File: config.mk
export PLATFORM = sky130hd
export DESIGN_NAME = lsec_front
export DESIGN_NICKNAME = d
export VERILOG_FILES = /design/src/design/lsec_pkg.sv /design/src/design/lsec_front.sv
export SDC_FILE = /design/constraint.sdc
export NUM_CORES = 1
export LEC_CHECK = 0
export BUFFER_PORTS_ARGS = -buffer_cell sky130_fd_sc_hd__buf_2
export CAP_MARGIN = 15
export CORE_MARGIN = 2
export CORE_UTILIZATION = 64
export CTS_BUF_LIST = sky130_fd_sc_hd__clkbuf_8
export CTS_CLUSTER_DIAMETER = 60
export CTS_CLUSTER_SIZE = 25
export DETAILED_ROUTE_END_ITERATION = 10
export PLACE_DENSITY = 0.9
export SKIP_LAST_GASP = 1
export SLEW_MARGIN = 5
export SYNTH_ARGS = -nofsm -noshare
export SYNTH_HDL_FRONTEND = slang
export SYNTH_SLANG_ARGS = --single-unit
File: constraint.sdc
create_clock -name clk -period 8.3 [get_ports clk]
set_clock_uncertainty 0.05 [all_clocks]
set_input_delay 1.66 -clock clk [delete_from_list [all_inputs] [get_ports clk]]
set_output_delay 1.66 -clock clk [all_outputs]
set_load 0.02 [all_outputs]
File: src/design/lsec_pkg.sv
// lsec_pkg: shared types, constants and helpers for the level-set edge crossing block
// no dependencies; imported by every module of the block
`timescale 1ns / 1ps

package lsec_pkg;

	localparam int MAX_SIDE    = 1024;
	localparam int SIDE_BITS   = $clog2(MAX_SIDE);
	localparam int COUNT_BITS  = SIDE_BITS + 1;
	localparam int SAMPLE_BITS = 16;
	localparam int CELL_BITS   = 20;
	localparam int CFG_IDX_BITS = 2;
	localparam int CFG_DATA_BITS = 16;

	typedef logic signed [SAMPLE_BITS-1:0] sample_t;
	typedef logic [SIDE_BITS-1:0]          side_t;
	typedef logic [COUNT_BITS-1:0]         count_t;
	typedef logic [CELL_BITS-1:0]          cell_t;

	typedef enum logic [CFG_IDX_BITS-1:0] {
		REG_CONTOUR_LEVEL = 2'd0,
		REG_OUTER_COUNT   = 2'd1,
		REG_INNER_COUNT   = 2'd2
	} cfg_reg_t;

	// one accepted sample on its way to the segment stage
	typedef struct packed {
		logic  cur_low;
		logic  prior_low;
		logic  outer_used;
		logic  inner_used;
		cell_t out_hi;
		cell_t out_lo;
		cell_t in_hi;
		cell_t in_lo;
	} item_t;

	typedef struct packed {
		logic s1_valid;
		logic phase;
	} seg_status_t;

	// counts below 2 become 2, above MAX_SIDE become MAX_SIDE
	function automatic count_t clamp_count(input count_t c);
		count_t r;
		r = c;
		if (c < count_t'(2)) begin
			r = count_t'(2);
		end else if (c > count_t'(MAX_SIDE)) begin
			r = count_t'(MAX_SIDE);
		end
		return r;
	endfunction

endpackage

File: src/design/lsec_front.sv
// lsec_front: grid position tracking, previous-sample register and cell index math
// feeds the segment stage and the line buffer; uses lsec_pkg
`timescale 1ns / 1ps

module lsec_front
	import lsec_pkg::*;
(
	input  logic    clk,
	input  logic    arst_n,
	input  logic    accept,
	input  logic    restart,
	input  sample_t sample,
	input  sample_t level,
	input  side_t   stride,
	input  side_t   outer_last,
	output item_t   item,
	output side_t   mem_addr
);

	side_t   outer_q;
	side_t   inner_q;
	cell_t   base_q;
	sample_t prior_q;

	cell_t   inner_ext;
	cell_t   stride_ext;
	cell_t   side_ext;
	logic    row_end;

	assign inner_ext  = cell_t'(inner_q);
	assign stride_ext = cell_t'(stride);
	assign side_ext   = stride_ext + cell_t'(1);
	assign row_end    = (inner_q == stride);

	always_comb begin
		item.cur_low    = (sample <= level);
		item.prior_low  = (prior_q <= level);
		item.outer_used = (outer_q != '0) && (inner_q != '0) && (inner_q < stride);
		item.inner_used = (inner_q != '0) && (outer_q != '0) && (outer_q < outer_last);
		item.out_hi     = base_q - stride_ext + inner_ext;
		item.out_lo     = base_q - side_ext + inner_ext;
		item.in_hi      = base_q + inner_ext - cell_t'(1);
		item.in_lo      = base_q + inner_ext - side_ext;
	end

	assign mem_addr = inner_q;

	always_ff @(posedge clk or negedge arst_n) begin
		if (!arst_n) begin
			outer_q <= '0;
			inner_q <= '0;
			base_q  <= '0;
			prior_q <= '0;
		end else if (restart) begin
			outer_q <= '0;
			inner_q <= '0;
			base_q  <= '0;
			prior_q <= '0;
		end else if (accept) begin
			prior_q <= sample;
			if (row_end) begin
				inner_q <= '0;
				if (outer_q == outer_last) begin
					outer_q <= '0;
					base_q  <= '0;
				end else begin
					outer_q <= outer_q + side_t'(1);
					base_q  <= base_q + stride_ext;
				end
			end else begin
				inner_q <= inner_q + side_t'(1);
			end
		end
	end

endmodule

* Word level (Yosys, flattened, before mapping)
Index checks and enable logic that the tools add are counted.
Storage, ports and cells: bits in registers 56, input bits 56
Operators by class: $add $sub $neg 11, $lt $le $gt $ge 4, eq/ne operators 2, mux-type cells 13, reduce and logical (&&, ||, !) cells 8
Operators with widths (count):
- adder 20 x 10 -> 20 bit | 4
- two-way mux 20 bit | 4
- two-way mux 10 bit | 7
- subtractor 20 x 11 -> 20 bit | 2
- less-or-equal comparator 16 bit | 2
- two-way mux 16 bit | 2
- adder 10 x 1 -> 10 bit, second input constant | 2
- equality test 10 bit | 2
- < comparator 10 bit | 2
- nonzero test 10 bit | 2
- subtractor 20 x 1 -> 20 bit, second input constant | 1
- subtractor 20 x 10 -> 20 bit | 1
- adder 10 x 1 -> 11 bit, second input constant | 1
- nonzero test 2 bit | 2
- logical AND 1 bit | 3
- AND reduction 2 bit | 1

* Longest topological paths before layout
depth after elaboration 5, depth in mapped cells 16

* Worst setup path after synthesis
OpenSTA, ideal clock, no wires.
path kind input to output, from input stride[0], to output item[57] in the netlist's numbering, arrival 4.808 ns, data required time 6.590 ns, setup slack 1.782 ns, stages on the path 11, buffers on the path 0, path through ha_1 inv_1 fa_1 ha_1 a21o_1 a21oi_1 nand2b_1 a21boi_0 o41ai_1 o211ai_1 a211oi_1
RTL lines:
- start, declared | RTL line lsec_front.sv:14 | input side_t stride,
- end, declared | RTL line lsec_front.sv:16 | output item_t item,

==> impl_results.md <==
- Die footprint: between 10000 and 15000 sq um
- N_diodes: 0
- Average vias per placed instance: just over 6
- Crit path required time: between 6000 and 7000 ps
- Fin Setup TNS: 0 ps
- Number of buffers added on ports: ~150
- Net Count, Synth: around 1.3k
- Post-synthesis cell area: between 8000 and 9000 sq um
- #FFs+latches synth: between 50 and 60
- Layer with the highest usage: met2
- CTS HTree Levels: 2
- Rows: approximately 40
- Final worst slack: ~1200 ps
- Slew HR: 0.3662
- GR Layer Usage met2: 0.5392
- Routed WL: 21980 um
- Area contributors post-synth: ha_1 (19%), dfrtp_1 (17%), xnor2_1 (6.9%)
- Tightest Pin Transition: about 940 ps
- GR Layer Usage met3: 0.03330
- Pre-CTS setup slack: 1241 ps
- Core Footprint: around 13000 sq um
- Power density over the cells: 269.8 nW/um^2
- Placer Congestion: a little over 0.9
- CTS root buffer: clkbuf_8
- EDFF count, synth: 0
- Routed wire per std cell: about 16 um
- DP HPWL: 18240 um
- Antenna violation net count after detailed routing: 0
- Static Leak: a little under 0.005 uW
- Drt first pass iters: 6
- Residual DRC count: 0
- Multi-input logic area: around 6500 sq um
- Most frequent cells in the layout: buf_2 (149), ha_1 (130), inv_1 (119)
- Die X: between 100 and 150 um
- Post-layout net count: about 1.4k
- Most frequent CP cell: buf_2
- Post-synthesis sequential area ratio: 0.1667
- Synth warn: 0
- Vias in the first global route: around 8k
- Die height: 118.6 um
- Yosys cell types: 68
- Fillcell total: just over 1k
- Cells after synthesis: 1046
- Unrepaired setup endpoints after global routing: false
- Largest net degree at the start of global routing: 57
- Hold Vio Cnt, Final: 0
- Reg area: about 1400 sq um
- Area grow syn2layout: 11.76%
- Peak supply drop: 0.1189 mV
- Max Slew Vio Count: 0
- Crit path launch type: input port
- Largest area contributor in the netlist: ha_1
- Clock Tree Buf Depth: 2
- Commonest non-fill, non-tap cell in the layout: buf_2
- Initial antenna violation count: 0
- First-pass GRT wire length: between 30000 and 40000 um
- Starting Density: 0.6609
- Met1 Use GR: 0.3941
- Critical path cell sequence: buf_2 > inv_1 > nor3_1 > nand3_1 > xnor2_1 > fa_1 > ha_1 > nand4_1 > or2_2 > o211ai_1 > nor2_1 > a211oi_1 > buf_2
- Worst path arrival time: ~5400 ps
- CP Max Fanout: 8
- Yosys top cell area share: 0.1935
- Synth Area per Inst: between 8 and 9 sq um
- Period utilization: 0.8541
- Max-cap violations: 0
- Vias: 8310
- F_max: ~0.14 GHz
- Total grt overflow: 0
- CTS tree: yes
- Max stage delay on crit path: roughly 500 ps
- Status: complete, no violations
- Worst setup EP type: output port
- I/O Pins: 150
- Hold Path Class: flip-flop to flip-flop
- Clock Sinks: 56
- 1st-iter DRT viols: 628
- Main flop type after synthesis: dfrtp_1
- Hold_buf cts: 0
- GRT Resource Usage Total: 0.3077
- Post-synthesis async set-or-reset flop share: 1.000
- Fin crit period: between 7000 and 8000 ps
- Final core occ: 0.7386
- Worst skew pair latency: about 330 ps
- Fraction of layout cells with a size suffix above 1: 0.1516
- CP max stage cell: fa_1
- Final setup vio count: 0
- Post CTS Setup Buffer Count: 0
- Clock transition at path regs: around 100 ps
- Kind of critical path: input port to output port
- Num CTS Buffers: 5
- PostCTS Resize Cnt: 0
-- worst max-delay path: cells and delay by family --
family	cells	cell delay [ps]
AO/OA/AOI/OAI	2	580
XOR/XNOR	1	450
adder cells (fa/ha/maj)	2	910
buffers and inverters	3	490
AND/OR/NAND/NOR	5	1270
-- per-layer routing --
| layer | wire length (um) | share of wire | vias to the layer above |
|---|---|---|---|
| met1 | 9322 | 0.42 | 3903 |
| li1 | - | - | 4022 |
| met3 | 1543 | 0.070 | 49 |
| met2 | 10570 | 0.48 | 336 |
| met4 | 544 | 0.025 | 0 |
| met5 | 0 | 0 | - |
-- flip-flops by register name (all words and copies together), names as in the netlist --
| signal | cells |
|---|---|
| mem_addr | 10 |
| prior_q | 16 |
| outer_q | 10 |
| base_q | 20 |
-- synthesized netlist by cell type, drive strengths merged, types with 11 or more instances --
library cell,n
o21a,26
and3,16
inv,120
nand2,57
o211ai,11
nand4,22
nand3,35
or3,19
clkbuf,14
nor4,11
nor2,87
o21ai,65
a21oi,53
mux2i,19
ha,130
xor2,27
xnor2,66
nor3,30
fa,23
dfrtp,56
nor2b,13
a21o,34
-- final cells by class --
class,instances,area share
multi-input cells,850,0.6881
flip-flops and latches,56,0.1491
repair buffers,152,0.08176
inverters,121,0.04834
well taps,172,0.02290
clock buffers,5,0.007324
clock inverters,3,0.002397
-- report_power, final --
group | total (uW) | internal, uW | switching (uW)
Sequential | 343 | 297 | 46.0
Clock | 159 | 60.8 | 98.0
Combinational | 2030 | 767 | 1270
Total | 2540 | 1130 | 1410
-- through the flow --
step / total power [uW] / hold slack (ps) / instances / area (sq um)
2_1_floorplan: 1800 / 436.3 / 1046 / 8408
3_3_place_gp: 2313 / 456.5 / 1351 / 9305
3_5_place_dp: 2355 / 474.0 / 1351 / 9305
4_1_cts: 2519 / 500.7 / 1359 / 9397
5_1_grt: 2714 / 527.8 / 1359 / 9397
6_report: 2535 / 494.7 / 1359 / 9397
-- final timing paths --
path,start,endpoint,slack [ps],cells after the start
setup / recovery,stride[2],item[57],1210,13
setup reg to reg,mem_addr[7],base_q[16],4510,7
max in group asynchronous,arst_n,prior_q[11],6290,2
min in group asynchronous,arst_n,prior_q[3],1410,2
hold reg to reg,prior_q[11],prior_q[11],490,2
hold / removal,prior_q[11],prior_q[11],490,2
-- kinds of logic after synthesis --
logic type,after synthesis,synth area share
AOI/OAI and AO/OA,265,0.2082
xor gates and xnor gates,93,0.09687
adders and majority gates,154,0.2496
buffers and inverters,140,0.06428
DFF,56,0.1667
muxes,19,0.02262
and+or+nand+nor,319,0.1918
(Power assumes the default switching activity.)
