## src/design/lsec_pkg.sv

```systemverilog
// lsec_pkg: shared types, constants and helpers for the level-set edge crossing block
// no dependencies; imported by every module of the block
`timescale 1ns / 1ps

package lsec_pkg;

	localparam int MAX_SIDE    = 1024;
	localparam int SIDE_BITS   = $clog2(MAX_SIDE);
	localparam int COUNT_BITS  = SIDE_BITS + 1;
	localparam int SAMPLE_BITS = 16;
	localparam int CELL_BITS   = 20;
	localparam int CFG_IDX_BITS = 2;
	localparam int CFG_DATA_BITS = 16;

	typedef logic signed [SAMPLE_BITS-1:0] sample_t;
	typedef logic [SIDE_BITS-1:0]          side_t;
	typedef logic [COUNT_BITS-1:0]         count_t;
	typedef logic [CELL_BITS-1:0]          cell_t;

	typedef enum logic [CFG_IDX_BITS-1:0] {
		REG_CONTOUR_LEVEL = 2'd0,
		REG_OUTER_COUNT   = 2'd1,
		REG_INNER_COUNT   = 2'd2
	} cfg_reg_t;

	// one accepted sample on its way to the segment stage
	typedef struct packed {
		logic  cur_low;
		logic  prior_low;
		logic  outer_used;
		logic  inner_used;
		cell_t out_hi;
		cell_t out_lo;
		cell_t in_hi;
		cell_t in_lo;
	} item_t;

	typedef struct packed {
		logic s1_valid;
		logic phase;
	} seg_status_t;

	// counts below 2 become 2, above MAX_SIDE become MAX_SIDE
	function automatic count_t clamp_count(input count_t c);
		count_t r;
		r = c;
		if (c < count_t'(2)) begin
			r = count_t'(2);
		end else if (c > count_t'(MAX_SIDE)) begin
			r = count_t'(MAX_SIDE);
		end
		return r;
	endfunction

endpackage

```

## src/design/lsec_seg_out.sv

```systemverilog
// lsec_seg_out: segment stage and output register, up to two segments per sample
// takes items from lsec_front and old row data from lsec_row_mem; uses lsec_pkg
`timescale 1ns / 1ps

module lsec_seg_out
	import lsec_pkg::*;
(
	input  logic        clk,
	input  logic        arst_n,
	input  logic        in_valid,
	output logic        in_ready,
	input  item_t       item,
	input  sample_t     row_old,
	input  sample_t     level,
	output logic        out_valid,
	input  logic        out_ready,
	output cell_t       out_from,
	output cell_t       out_to,
	output logic        out_inner,
	output logic        out_last,
	output seg_status_t status
);

	item_t item_s1;
	logic  valid_s1;
	logic  phase_q;

	logic  out_valid_q;
	cell_t from_q;
	cell_t to_q;
	logic  inner_q;
	logic  last_q;

	logic  old_low;
	logic  outer_hit;
	logic  inner_hit;
	logic  outer_pend;
	logic  any_pend;
	logic  two_left;
	logic  out_free;
	logic  load_out;
	logic  done_s1;
	logic  take;

	always_comb begin
		old_low    = (row_old <= level);
		outer_hit  = item_s1.outer_used && (old_low != item_s1.cur_low);
		inner_hit  = item_s1.inner_used && (item_s1.prior_low != item_s1.cur_low);
		outer_pend = outer_hit && !phase_q;
		any_pend   = outer_pend || inner_hit;
		two_left   = outer_pend && inner_hit;
		out_free   = !out_valid_q || out_ready;
		load_out   = valid_s1 && any_pend && out_free;
		done_s1    = valid_s1 && (!any_pend || (out_free && !two_left));
		in_ready   = !valid_s1 || done_s1;
		take       = in_valid && in_ready;
	end

	always_ff @(posedge clk) begin
		if (take) begin
			item_s1 <= item;
		end
	end

	always_ff @(posedge clk or negedge arst_n) begin
		if (!arst_n) begin
			valid_s1 <= 1'b0;
			phase_q  <= 1'b0;
		end else begin
			if (take) begin
				valid_s1 <= 1'b1;
			end else if (done_s1) begin
				valid_s1 <= 1'b0;
			end
			// phase set means the outer-edge beat has gone and the inner one remains
			if (take || done_s1) begin
				phase_q <= 1'b0;
			end else if (load_out && two_left) begin
				phase_q <= 1'b1;
			end
		end
	end

	always_ff @(posedge clk or negedge arst_n) begin
		if (!arst_n) begin
			out_valid_q <= 1'b0;
		end else if (load_out) begin
			out_valid_q <= 1'b1;
		end else if (out_ready) begin
			out_valid_q <= 1'b0;
		end
	end

	always_ff @(posedge clk) begin
		if (load_out) begin
			if (outer_pend) begin
				from_q  <= old_low ? item_s1.out_lo : item_s1.out_hi;
				to_q    <= old_low ? item_s1.out_hi : item_s1.out_lo;
				inner_q <= 1'b0;
				last_q  <= !inner_hit;
			end else begin
				from_q  <= item_s1.prior_low ? item_s1.in_lo : item_s1.in_hi;
				to_q    <= item_s1.prior_low ? item_s1.in_hi : item_s1.in_lo;
				inner_q <= 1'b1;
				last_q  <= 1'b1;
			end
		end
	end

	assign out_valid = out_valid_q;
	assign out_from  = from_q;
	assign out_to    = to_q;
	assign out_inner = inner_q;
	assign out_last  = last_q;

	assign status.s1_valid = valid_s1;
	assign status.phase    = phase_q;

endmodule

```

## config.mk

```make
export PLATFORM = sky130hd
export DESIGN_NAME = lsec_seg_out
export DESIGN_NICKNAME = d
export VERILOG_FILES = /design/src/design/lsec_pkg.sv /design/src/design/lsec_seg_out.sv
export SDC_FILE = /design/constraint.sdc
export NUM_CORES = 1
export LEC_CHECK = 0
export BUFFER_PORTS_ARGS = -buffer_cell sky130_fd_sc_hd__buf_2
export CORE_ASPECT_RATIO = 0.8
export CORE_UTILIZATION = 50
export CTS_CLUSTER_DIAMETER = 40
export DETAILED_ROUTE_END_ITERATION = 12
export PLACE_DENSITY_LB_ADDON = 0.25
export SYNTH_ARGS = -nofsm -noshare
export SYNTH_HDL_FRONTEND = slang
export SYNTH_SLANG_ARGS = --single-unit
```

## constraint.sdc

```tcl
create_clock -name clk -period 5.5 [get_ports clk]
set_input_delay 0.275 -clock clk [delete_from_list [all_inputs] [get_ports clk]]
set_output_delay 0.275 -clock clk [all_outputs]
set_load 0.1 [all_outputs]
```

[Word level (Yosys, flattened, before mapping)]
Cells that the tools add are included.
Word-level totals
  bits in writable memories: 0
  memories kept: 0
  output and inout bits: 46
  word-level logic and storage cells: 55
  register bits after elaboration: 129
  latch bits: 0
  bits in read-only memories: 0
Cells by class
  multipliers: 0
  div/mod/pow operators: 0
  shift-type cells: 0
  eq/ne operators: 2
  $lt $le $gt $ge: 1
  reductions and logical operators: 24
  add/sub/neg operators: 0
  bitwise logic cells: 0
  muxes and demuxes: 13
Operators with widths (number)
  2-to-1 mux 20 bit: 6
  less-or-equal comparator 16 bit: 1
  logical AND 1 bit: 10
  2-to-1 mux 1 bit: 7
  logical NOT 1 bit: 6
  nonzero test 2 bit: 3
  logical OR 1 bit: 5
  != test 1 bit: 2

[Logic depth before layout (Yosys ltp)]
Gate-level depths: netlist of the first run.
  depth after elaboration: 13
  gate-level depth with buffers: 12
  depth with buffers taken out: 9

[Worst setup path before layout of the first run]
No wires, ideal clock.
  kind: input -> register
  start point: input level[15]
  end point: register from_q[0] (netlist: out_from[0]) (enable)
  path buffers: 1
  stages: 9
  data required time: 5044 ps
  data arrival time: 3990 ps
  library setup time: 456 ps
  setup slack: 1054 ps
  cell sequence: inv_1 > ha_1 > buf_6 > nand4_4 > nor4_4 > nor2_1 > a2111oi_2 > nand4_2 > a21oi_1
Between the ends
  cells in the longest elaborated chain, start to end: 7
Ends and longest elaborated chain
  start: declaration: line lsec_seg_out.sv:14  | input sample_t level,
  less-or-equal comparator 16 bit: line lsec_seg_out.sv:46  | old_low = (row_old <= level);
  != test 1 bit: line lsec_seg_out.sv:47  | outer_hit = item_s1.outer_used && (old_low != item_s1.cur_low);
  logical AND 1 bit: line lsec_seg_out.sv:47
  logical AND 1 bit: line lsec_seg_out.sv:49  | outer_pend = outer_hit && !phase_q;
  logical OR 1 bit: line lsec_seg_out.sv:50  | any_pend = outer_pend || inner_hit;
  logical AND 1 bit (2 in a row): line lsec_seg_out.sv:53  | load_out = valid_s1 && any_pend && out_free;
  via load_out: line lsec_seg_out.sv:41  | logic load_out;
  end signal: assignment: line lsec_seg_out.sv:97  | from_q <= old_low ? item_s1.out_lo : item_s1.out_hi;
  end signal: assignment: line lsec_seg_out.sv:102  | from_q <= item_s1.prior_low ? item_s1.in_lo : item_s1.in_hi;
  end: declaration: line lsec_seg_out.sv:29  | cell_t from_q;
The timed path passes the listed nets, and every way through them passes these cells.
A chain may end at the register's enable or synchronous reset.

[Worst setup path in the final report of the first run]
  start point: register item_s1[83] (netlist name)
  end point: output in_ready
Between the ends
  cells in the longest elaborated chain, start to end: 9
  elaborated cells on any way between the ends: 13
  classes of those cells: eq/ne: 2; reduce/logical: 11
Ends and longest elaborated chain
  start: declaration: line lsec_seg_out.sv:24  | item_t item_s1;
  start signal: assignment: line lsec_seg_out.sv:61  | item_s1 <= item;
  != test 1 bit: line lsec_seg_out.sv:47
  logical AND 1 bit: line lsec_seg_out.sv:47
  logical AND 1 bit: line lsec_seg_out.sv:49
  logical AND 1 bit: line lsec_seg_out.sv:51  | two_left = outer_pend && inner_hit;
  logical NOT 1 bit: line lsec_seg_out.sv:54  | done_s1 = valid_s1 && (!any_pend || (out_free && !two_left));
  logical AND 1 bit: line lsec_seg_out.sv:54
  logical OR 1 bit (*): line lsec_seg_out.sv:54
  logical AND 1 bit (*): line lsec_seg_out.sv:54
  logical OR 1 bit (*): line lsec_seg_out.sv:55  | in_ready = !valid_s1 || done_s1;
  end: declaration: line lsec_seg_out.sv:11  | output logic in_ready,
Mark *: on every way between the ends. The rest lies on a longest branch, timed or not.

==> results of run 1 <==
Yosys cell counts, types with 2 or more instances:
master / n
buf_6: 3
buf_4: 2
o21ai_0: 4
o21a_1: 2
a21oi_1: 46
buf_1: 4
edfxtp_1: 126
o21bai_1: 2
buf_2: 8
dfrtp_1: 3
o221ai_1: 80
nor2b_1: 3
mux2_2: 40
ha_1: 16
clkbuf_1: 23
nor2_1: 44
nor3_1: 2
inv_1: 17
a211oi_1: 2
nand4_1: 3
nand2_1: 8
metal layers:
layer	GRT usage (%)	vias to the layer above
li1	-	2181
met1	29.56	2218
met2	39.14	270
met3	5.288	34
met4	12.91	0
met5	0	-
critical path, stage by stage, from the launching register on:
cell	delay (ns)
edfxtp_1	0.35
buf_4	0.31
clkinv_1	0.12
buf_4	0.42
nor2_1	0.08
a32o_1	0.28
a2111oi_2	0.28
nand4_2	0.24
maj3_2	0.45
nand2b_1	0.16
buf_2	0.29
cell type report:
type / count / area share [%]
clock buffers: 17 / 5.463
diodes: 2 / 0.06427
clock inverters: 15 / 2.298
flip-flops and latches: 129 / 49.55
multi-input cells: 275 / 27.91
repair buffers: 173 / 11.41
well taps: 152 / 2.442
inverters: 18 / 0.8676
registers in the layout, indices dropped and copies added, names as in the netlist:
name and flops:
item_s1 84, out_from 20, out_last 1, phase_q 1, valid_s1 1, out_valid 1, out_to 20, out_inner 1
final timing paths:
check | startpoint | to | slack (ns) | cells past startpoint
max | item_s1[83] | in_ready | 1.82 | 10
min | item[41] | item_s1[41] | 0.03 | 1
max reg2reg | item_s1[83] | out_from[9] | 1.92 | 9
min reg2reg | phase_q | phase_q | 0.64 | 2
max in group asynchronous | arst_n | phase_q | 5.20 | 2
min in group asynchronous | arst_n | valid_s1 | 0.19 | 2
per-stage QoR:
stage	hold slack, ns	std cells	util, %
finish	0.03376	781	64.03
detailed placement	0.07110	746	58.94
global placement	0.07190	746	58.94
CTS	0.02192	779	63.99
floorplan	-0.02059	462	-
global route	0.02015	781	64.03
logic make-up (layout without fill, tap and decap cells):
logic type               after synthesis  count (layout)  synth area share, %
buffers and inverters                 58             223                4.127
XOR/XNOR                               1               1               0.1403
AND/OR/NAND/NOR                       73              73                5.991
other                                  0               2                    0
adder cells (fa/ha/maj)               17              17                3.386
flip-flops                           129             129                61.79
multiplexers                          40              40                7.213
AO/OA/AOI/OAI                        144             144                17.35
report_power, final:
| group | leakage [nW] | switching [mW] | internal [mW] | total [mW] |
|---|---|---|---|---|
| registers | 1.25 | 0.0372 | 1.20 | 1.24 |
| logic | 1.43 | 0.541 | 0.177 | 0.717 |
| clock network | 0.299 | 0.430 | 0.717 | 1.15 |
| total | 2.98 | 1.01 | 2.09 | 3.10 |
cells in the final DEF, fill, tap and decap left out, drive strengths merged, types with 2 or more instances in the layout:
| cell | synthesis | final |
|---|---|---|
| nand4 | 5 | 5 |
| buf | 17 | 172 |
| ha | 16 | 16 |
| nor4 | 2 | 2 |
| nor3 | 2 | 2 |
| diode | 0 | 2 |
| edfxtp | 126 | 126 |
| a211oi | 2 | 2 |
| nand2 | 8 | 8 |
| clkbuf | 23 | 17 |
| inv | 17 | 22 |
| o21ai | 5 | 5 |
| nor2b | 3 | 3 |
| a21oi | 46 | 46 |
| mux2 | 40 | 40 |
| a2111oi | 2 | 2 |
| dfrtp | 3 | 3 |
| o221ai | 80 | 80 |
| o21bai | 2 | 2 |
| o21a | 2 | 2 |
| nor2 | 44 | 44 |
| clkinv | 1 | 7 |
| bufinv | 0 | 3 |
==> run summary, run 1 <==
VDD IR max - 309.5 uV
Max Slew Vio Count - 0
CTS Hold Bufs - 1
Sequential Area - 3859 um^2
global route overflow - 0
Vias per Instance - 6.022
area leader, netlist - edfxtp_1
max capacitance violation total - 0
top cell type's share of synthesized area - 60.59%
post-synthesis instance total - 462
final instance area - 7787 um^2
Syn Area/Cell - 13.52 um^2
fin crit share - 66.92%
CTS H-tree depth - 4
Ys Warns - 0
Avg WL per Cell - 19.56 um
Cell Pwr Density - 398.3 nW/um^2
RSZ-0062 raised after global routing - false
Primary FF master, synth - edfxtp_1
Initial DRC Count - 361
met3 WL - 1.127 mm
TritonCTS Sinks - 129
Worst-Margin Slew - 1.184 ns
first-pass GRT wire length - 23.01 mm
Setup Skew - 0.009143 ns
largest net degree at the start of global routing - 85
share of layout cells above drive strength 1 - 41.31%
Setup crit end kind - output pin
Mapped Area - 6245 um^2
met2 wire len - 7.379 mm
final setup TNS - 0 ns
CTS Buf Count - 17
I/O Pins - 166
fmax - 271.7 MHz
core area - 12160 um^2
CTS tree - built
relative slew slack - 21.07%
Clock Path Buffers - 2
Synth Register Bits - 129
sequential area share after synthesis - 61.79%
DR top layer - met4
fill count - 906
initial antenna violation count - 2
PnR Total Power - 3.102 mW
clk_lat worst skew - 0.41 ns
Root Buffer - clkbuf_16
Min-Delay Path Class - primary input to flip-flop
die area - 12940 um^2
DIE WIDTH - 126.9 um
Fin. Hold Viols - 0
Final min period - 3.681 ns
Initial Util - 51.35%
Detail Placement HPWL - 9.376 mm
Total Wirelength - 15.28 mm
wl on met1 - 6.363 mm
placement-stage cell area - 7168 um^2
Leak - 2.980 nW
chip height - 102.0 um
Post-synth EDFFs - 126
placer congestion estimate - 0.7955
number of post-CTS setup repair buffers - 0
Post-Place Worst Slack - 1.576 ns
ys async rst share - 2.326%
# DRC - 0
CP arrival - 3.41 ns
Rows - 36
post-CTS resize count - 0
status - complete, no violations
Area Growth Syn to Fin - 24.70%
Initial DRT Pass Iterations - 5
number of global-route vias before repair - 4761
Data required, critical path - 5.22 ns
Worst Path Max Fanout - 45
top cells by area, synth - edfxtp_1, o221ai_1, mux2_2
# setup viols final - 0
Multi-input gate area - 2173 um^2
DRT antenna net count - 0
setup ws final - 1.819 ns
clk slew on worst S/H paths - 0.06 ns
layout net count - 750
Critical Path Source Type - flip-flop
routed via count - 4703
Total GRT Usage - 23.70%
PortBufs - 165
Netlist cell types - 45
Mapped Nets - 598
WS Path Type - flip-flop to output pin
No activity file was read; power rests on OpenSTA's default activity.
==> inputs of run 2 (changes only) <==
Settings changed: CORE_UTILIZATION 50 to 48.
Clock period 5.5 ns to 3 ns, I/O delays scaled along.
==> run summary, run 2 (synthesis results as in run 1) <==
most common library cell in the layout ignoring fill and taps - buf_2
die area - 13470 um^2 (+4.1%)
Reg with most FFs - item_s1
WS Path Type - primary input to output pin
DR top layer - met4
Leak - 3.404 nW (+14%)
post-CTS resize count - 0 (unchanged)
Clock Path Buffers - 2 (unchanged)
Hold Crit Depth - 4 (+3)
VDD IR max - 437.4 uV (+41%)
number of global-route vias before repair - 5414 (+14%)
routed via count - 5149 (+9.5%)
layout net count - 853 (+14%)
Max Slew Vio Count - 0 (unchanged)
largest net degree at the start of global routing - 41 (-52%)
status - complete, no violations
Min-Delay Path Class - primary input to flip-flop
I/O Pins - 166 (unchanged)
placement-stage cell area - 7415 um^2 (+3.4%)
CP max stage delay - 0.39 ns (-0.06 ns)
met3 WL - 1.332 mm (+18%)
RR Startpoint - item_s1[83]
DRT antenna net count - 0 (unchanged)
final instance area - 8811 um^2 (+13%)
Cell Pwr Density - 635.0 nW/um^2 (+59%)
Initial DRC Count - 332 (-8.0%)
Total GRT Usage - 25.77% (+2.1 points)
initial antenna violation count - 0 (-2)
Worst-Margin Slew - 0.7039 ns (-0.4801 ns)
CTS tree - built
DIE WIDTH - 129.5 um (+2.0%)
clk_lat worst skew - 0.41 ns (about the same)
Final min period - 2.804 ns
Total Wirelength - 16.74 mm (+9.6%)
end of the worst register-to-register path - item_s1[46]
wl on met1 - 6.497 mm (+2.1%)
Critical Path Source Type - primary input
CP max stage cell - maj3_2
core area - 12430 um^2 (+2.2%)
fmax - 356.6 MHz
# DRC - 0 (unchanged)
CTS H-tree depth - 4 (unchanged)
Hold Path End - out_valid
final setup TNS - 0 ns (unchanged)
Avg WL per Cell - 18.57 um (-5.0%)
relative slew slack - 52.82% (+32 points)
# setup viols final - 0 (unchanged)
met2 wire len - 8.516 mm (+15%)
Root Buffer - clkbuf_16
CTS Buf Count - 17 (unchanged)
Fin. Hold Viols - 0 (unchanged)
Initial DRT Pass Iterations - 5 (unchanged)
Setup crit end kind - output pin
most frequent CP cell - buf_2
clk slew on worst S/H paths - 0.05 ns (about the same)
TritonCTS Sinks - 129 (unchanged)
fin crit share - 93.47%
number of flip-flops under the largest register name - 84 (unchanged)
most frequent cells in the layout - buf_2, edfxtp_1, dlygate4sd3_1
chip height - 104.0 um (+2.0%)
Buf/Inv on CP - 3 (-1)
Setup Skew - 0.01296 ns (+0.003821 ns)
WP depth - 11 (+1)
PortBufs - 165 (unchanged)
Data required, critical path - 2.85 ns (-2.37 ns)
antenna cells - 0 (-2)
Initial Util - 50.23% (-1.1 points)
CP delay by family, top - compound AO/OA/AOI/OAI gates
fill count - 863 (-4.7%)
Rows - 36 (unchanged)
reg2reg path depth - 7 (-2)
Worst Path Max Fanout - 3 (-93%)
max capacitance violation total - 0 (unchanged)
sequence of cells on the critical path - buf_2 > ha_1 > a211oi_1 > o21ai_0 > buf_4 > and2_1 > a2111oi_2 > nand4_2 > maj3_2 > nand2b_1 > buf_2
hold slack - 0.04712 ns (+0.01336 ns)
Detail Placement HPWL - 10.32 mm (+10%)
CP arrival - 2.65 ns (-0.76 ns)
RSZ-0062 raised after global routing - false
global route overflow - 0 (unchanged)
share of layout cells above drive strength 1 - 37.67% (-3.6 points)
start point of the worst hold path - out_ready
placer congestion estimate - 0.7700 (-3.2%)
R2R Setup Slk - 0.57 ns (-1.35 ns)
first-pass GRT wire length - 26.28 mm (+14%)
Vias per Instance - 5.715 (-5.1%)
Area Growth Syn to Fin - 41.09%
[run 2: cell count changes in the layout (fill, tap and decap cells not counted), sizes merged]
cell	before	now
buf	172	190
bufinv	3	0
clkinvlp	1	5
diode	2	0
dlygate4sd3	1	86
inv	22	21
[run 2: how the worst max path moves through the flow]
stage                           from          end  slack [ns]
after floorplan            level[11]  out_from[0]       0.008
after global placement     level[11]  item_s1[57]        0.11
after detailed placement  row_old[7]   out_to[15]        0.05
after CTS                 row_old[7]     in_ready        0.18
after global routing      row_old[7]     in_ready        0.04
final                     row_old[7]     in_ready        0.20
[run 2: stage by stage]
step           utilization [%]  cells  setup slack, ns  power (mW)
2_1_floorplan                -    462         0.007856       3.306
3_3_place_gp             59.64    783           0.1114       3.626
3_5_place_dp             59.64    783          0.05121       3.671
4_1_cts                  70.87    901           0.1804       5.598
5_1_grt                  70.87    901          0.04448       5.787
6_report                 70.87    901           0.1959       5.595
[run 2: layout make-up]
class                      instances  area [um^2]  share of cell area, %
clock inverter                    15        110.1                  1.250
sequential                       129         3859                  43.79
multi-input combinational        275         2173                  24.67
timing repair buffer             276         1962                  22.27
clock buffer                      17        425.4                  4.828
tap                              171        214.0                  2.428
inverter                          18        67.56                 0.7668
[run 2: worst min-delay path, stage by stage]
cell and delay, ns:
buf_2 0.09, nor2b_1 0.04, nor2_1 0.08, a31oi_1 0.05
[run 2: power breakdown]
group          internal [mW]  switching [mW]  total [mW]
combinational          0.456            1.02        1.47
sequential              2.20          0.0699        2.27
clock                   1.06           0.795        1.85
total                   3.71            1.88        5.59
[run 2: what timing repair did]
| item | in CTS | in global routing |
|---|---|---|
| endpoints found under the setup margin | 0 | 0 |
| hold endpoints to repair | 88 | 0 |
| hold buffers | 86 | 0 |
| setup buffers | 0 | 0 |
[run 2: per-layer routing]
metal  GRT usage [%]  up-vias
li1                -     2379
met1           30.95     2433
met2           43.74      300
met3           5.453       37
met4           12.71        0
met5               0        -
